`config.mk`:
```
export PLATFORM = sky130hd
export DESIGN_NAME = ppds_ram
export DESIGN_NICKNAME = d
export VERILOG_FILES = /design/src/hdl/ppds_ram.sv
export SDC_FILE = /design/constraint.sdc
export NUM_CORES = 2
export LEC_CHECK = 0
export BUFFER_PORTS_ARGS = -buffer_cell sky130_fd_sc_hd__buf_2
export CORE_MARGIN = 1
export CORE_UTILIZATION = 45
export DETAILED_ROUTE_END_ITERATION = 12
export GPL_ROUTABILITY_DRIVEN = 0
export PLACE_DENSITY = 0.69
export RECOVER_POWER = 100
export SYNTH_ARGS = -nofsm -noshare
export SYNTH_HDL_FRONTEND = slang
export SYNTH_SLANG_ARGS = --single-unit
export TNS_END_PERCENT = 10
```
`constraint.sdc`:
```
create_clock -name clock -period 5.15 [get_ports clock]
set_input_delay 0.7725 -clock clock [delete_from_list [all_inputs] [get_ports clock]]
set_output_delay 0.7725 -clock clock [all_outputs]
set_load 0.1 [all_outputs]
```
`src/hdl/ppds_ram.sv`:
```
module ppds_ram #(
   parameter int WIDTH = 32,
   parameter int DEPTH = 64
) (
   input  logic                     clock,
   input  logic                     we,
   input  logic [$clog2(DEPTH)-1:0] waddr,
   input  logic [WIDTH-1:0]         wdata,
   input  logic [$clog2(DEPTH)-1:0] raddr,
   output logic [WIDTH-1:0]         rdata
);

   logic [WIDTH-1:0] mem [DEPTH];

   always_ff @(posedge clock) begin
      if (we) begin
         mem[waddr] <= wdata;
      end
      rdata <= mem[raddr];
   end

endmodule

```
==> results.cfg <==
[setup_path]
end_kind = flop
cp_slowest_stage_delay_ns = 1.59
critPathLaunch = waddr[3]
ff2ff_setup_slack_ns = 3.01
critPathKind = input port to flop
reg2reg_depth = 5
crit_fanout = 21
cp_common_cell = clkbuf_1
crit_slowest_cell = clkbuf_1
critical_path.startpoint_type = input port
r2r-end = rdata[6]
worstPathArrival_ns = 4.45
cp-endpoint = mem[51][27]
r2r_start = mem[39][6]
path_cells = clkbuf_1 -> nor2b_1 -> nand4_1 -> nor2_1 -> clkbuf_1
worstPathRequired_ns = 5.53

[sta]
setup-violations-final = 0
fmax_mhz = 246
finalSetupTns_ns = 0
hold_violations = 0
layout_min_cycle_time_ns = 4.07
finalMaxSlewViolations = 3308
fin_ws_ns = 1.08
tightest_slew_ns = 3.39
post-route-period-util_pct = 79.0
clock_skew_ns = 0.0309
slew_headroom_pct = -126
rsz0062_at_grt = false

[global_route]
grt_max_degree = 79
grt_pass1_wl_um = 277000
first_global_vias = 37400
grt.total_usage_pct = 22.3
globalRouteOverflowTotal = 0
antenna_found_initial = 7

[cts]
cts_hold_buf = 0
clk_path_buf_depth = 3
cts-resized-gates = 0
cts.sinks = 2080
path_clk_slew_ns = 0.06
cts_made_buffers = 198
htree_levels = 4
clock-root-buffer = clkbuf_16
postCtsSetupRepairBufs = 0
cts_tree = yes
clk_latency_ns = 0.83

[drt]
drt_iter0_markers = 5117
drc = 0
drtPass1Iterations = 7
drt-wirelength-per-cell_um = 32.1
ant_nets = 0
num_vias = 37000
wl_um = 194000
via_per_inst = 6.12

[floorplanning]
coreArea_um2 = 172000
start_util_pct = 45.5
rows = 152
die_width_um = 420
die_h_um = 420
ios = 78
die-area_um2 = 176000

[place]
port_buffers = 77
place_worst_setup_slack_ns = 1.20
dp.final_hpwl_um = 112000
dp.cells = 5681

[power]
irDropWorstVdd_mv = 0.262
cellLeakagePower_nw = 27.3
power.total_mw = 35.0
power_density_nw_per_um2 = 396

[hold_path]
hold_class = input port to flop

[cells_and_area]
drive_gt1_share_pct = 25.9
final_util_pct = 51.3
final_nets = 3617
instances_no_fill = 6051
nFillCells = 13200
area_delta_synth_final_pct = 12.7

[synthesis]
yosys.area.top_type_share_pct = 78.3
synth.distinct_cells = 34
ys_seq_elements = 2080
synth-seq-area-share_pct = 79.1
synth-edff-count = 2048
yosysWarnings = 0
syn_area_per_cell_um2 = 23.6
synth-async-reset-ratio_pct = 0
syn_nets = 3370
synthFlopType = edfxtp_1
synth_top_cell_by_area = edfxtp_1
netlist_instances = 3324
synth_area_um2 = 78500
ys_top_cells_by_area = edfxtp_1 (78%), mux4_2 (16%), mux2i_1 (1.2%)

[run_status]
status = complete, but fails checks
violations = max-capacitance violations, max-slew violations

[job]
maxCapViolations = 93
## worst max-delay path: cells and delay by family
| family | cells | cell delay, ns |
|---|---|---|
| and+or+nand+nor | 3 | 1.77 |
| buffers and inverters | 2 | 1.88 |
## power by group
part	total, mW	internal (mW)	switching [mW]
clock network	14.2	8.06	6.17
logic	1.91	0.611	1.30
registers	18.9	18.8	0.0925
total	35.0	27.5	7.56
## cell usage after synthesis (21+ instances only)
| master | instances |
|---|---|
| o221ai_1 | 27 |
| clkbuf_1 | 74 |
| mux2i_1 | 93 |
| edfxtp_1 | 2048 |
| nand2_1 | 26 |
| mux4_2 | 544 |
| nor2_1 | 137 |
| a21oi_1 | 62 |
| buf_2 | 57 |
| buf_4 | 25 |
| o22ai_1 | 84 |
| buf_1 | 21 |
| dfxtp_1 | 32 |
## kinds of logic after synthesis
kind of cell	count (synthesis)	share of synthesized area (%)
AOI/OAI and AO/OA	202	1.67
buffers and inverters	182	1.13
DFF	2080	79.1
muxes	637	16.8
and+or+nand+nor	223	1.27
## metal layers
layer / track usage (%) / wire length (µm) / up-vias
met5: 0 / 0 / -
met4: 6.49 / 5190 / 0
met3: 3.93 / 18100 / 272
met2: 35.9 / 95300 / 2036
met1: 31.5 / 75700 / 20000
li1: - / - / 14800
## through the flow
step / area, µm² / hold slack, ns
floorplan: 78500 / 0.663
global placement: 82800 / 0.750
detailed placement: 82800 / 0.767
CTS: 89100 / 0.518
global route: 88400 / 0.543
finish: 88500 / 0.571
## worst min path at each step
stage / slack, ns / cells past startpoint / from / endpoint
3_3_place_gp: 0.75 / 4 / mem[12][4] / rdata[4]
5_1_grt: 0.54 / 3 / raddr[4] / rdata[12]
4_1_cts: 0.52 / 3 / raddr[4] / rdata[12]
6_report: 0.57 / 3 / raddr[4] / rdata[12]
3_5_place_dp: 0.77 / 4 / mem[12][4] / rdata[4]
2_1_floorplan: 0.66 / 4 / mem[12][17] / rdata[17]
## registers in the layout (all words and copies together), names as in the netlist
register / count
rdata: 32
mem: 2048
## layout make-up
type                    count  area [µm²]  share of cell area (%)
flip-flops and latches   2080       62100                    70.3
multi-input cells        1062       15600                    17.6
clock buffers             257        5390                    6.09
well taps                2310        2890                    3.27
repair buffers            229        1500                    1.70
clock inverters           106         928                    1.05
diodes                      7        17.5                  0.0198
## layout by cell type (no fill, tap or decap), drive strengths merged, types with 7 or more instances in the layout
| cell | instances |
|---|---|
| nand2 | 26 |
| nor2 | 137 |
| a21oi | 62 |
| dfxtp | 32 |
| nand2b | 8 |
| nor3 | 7 |
| o221ai | 27 |
| buf | 124 |
| mux2i | 93 |
| diode | 7 |
| bufinv | 14 |
| a311oi | 8 |
| a22oi | 12 |
| clkinv | 85 |
| o22ai | 84 |
| nor2b | 15 |
| mux4 | 544 |
| clkbuf | 362 |
| edfxtp | 2048 |
No activity file was read; power rests on OpenSTA's default activity.
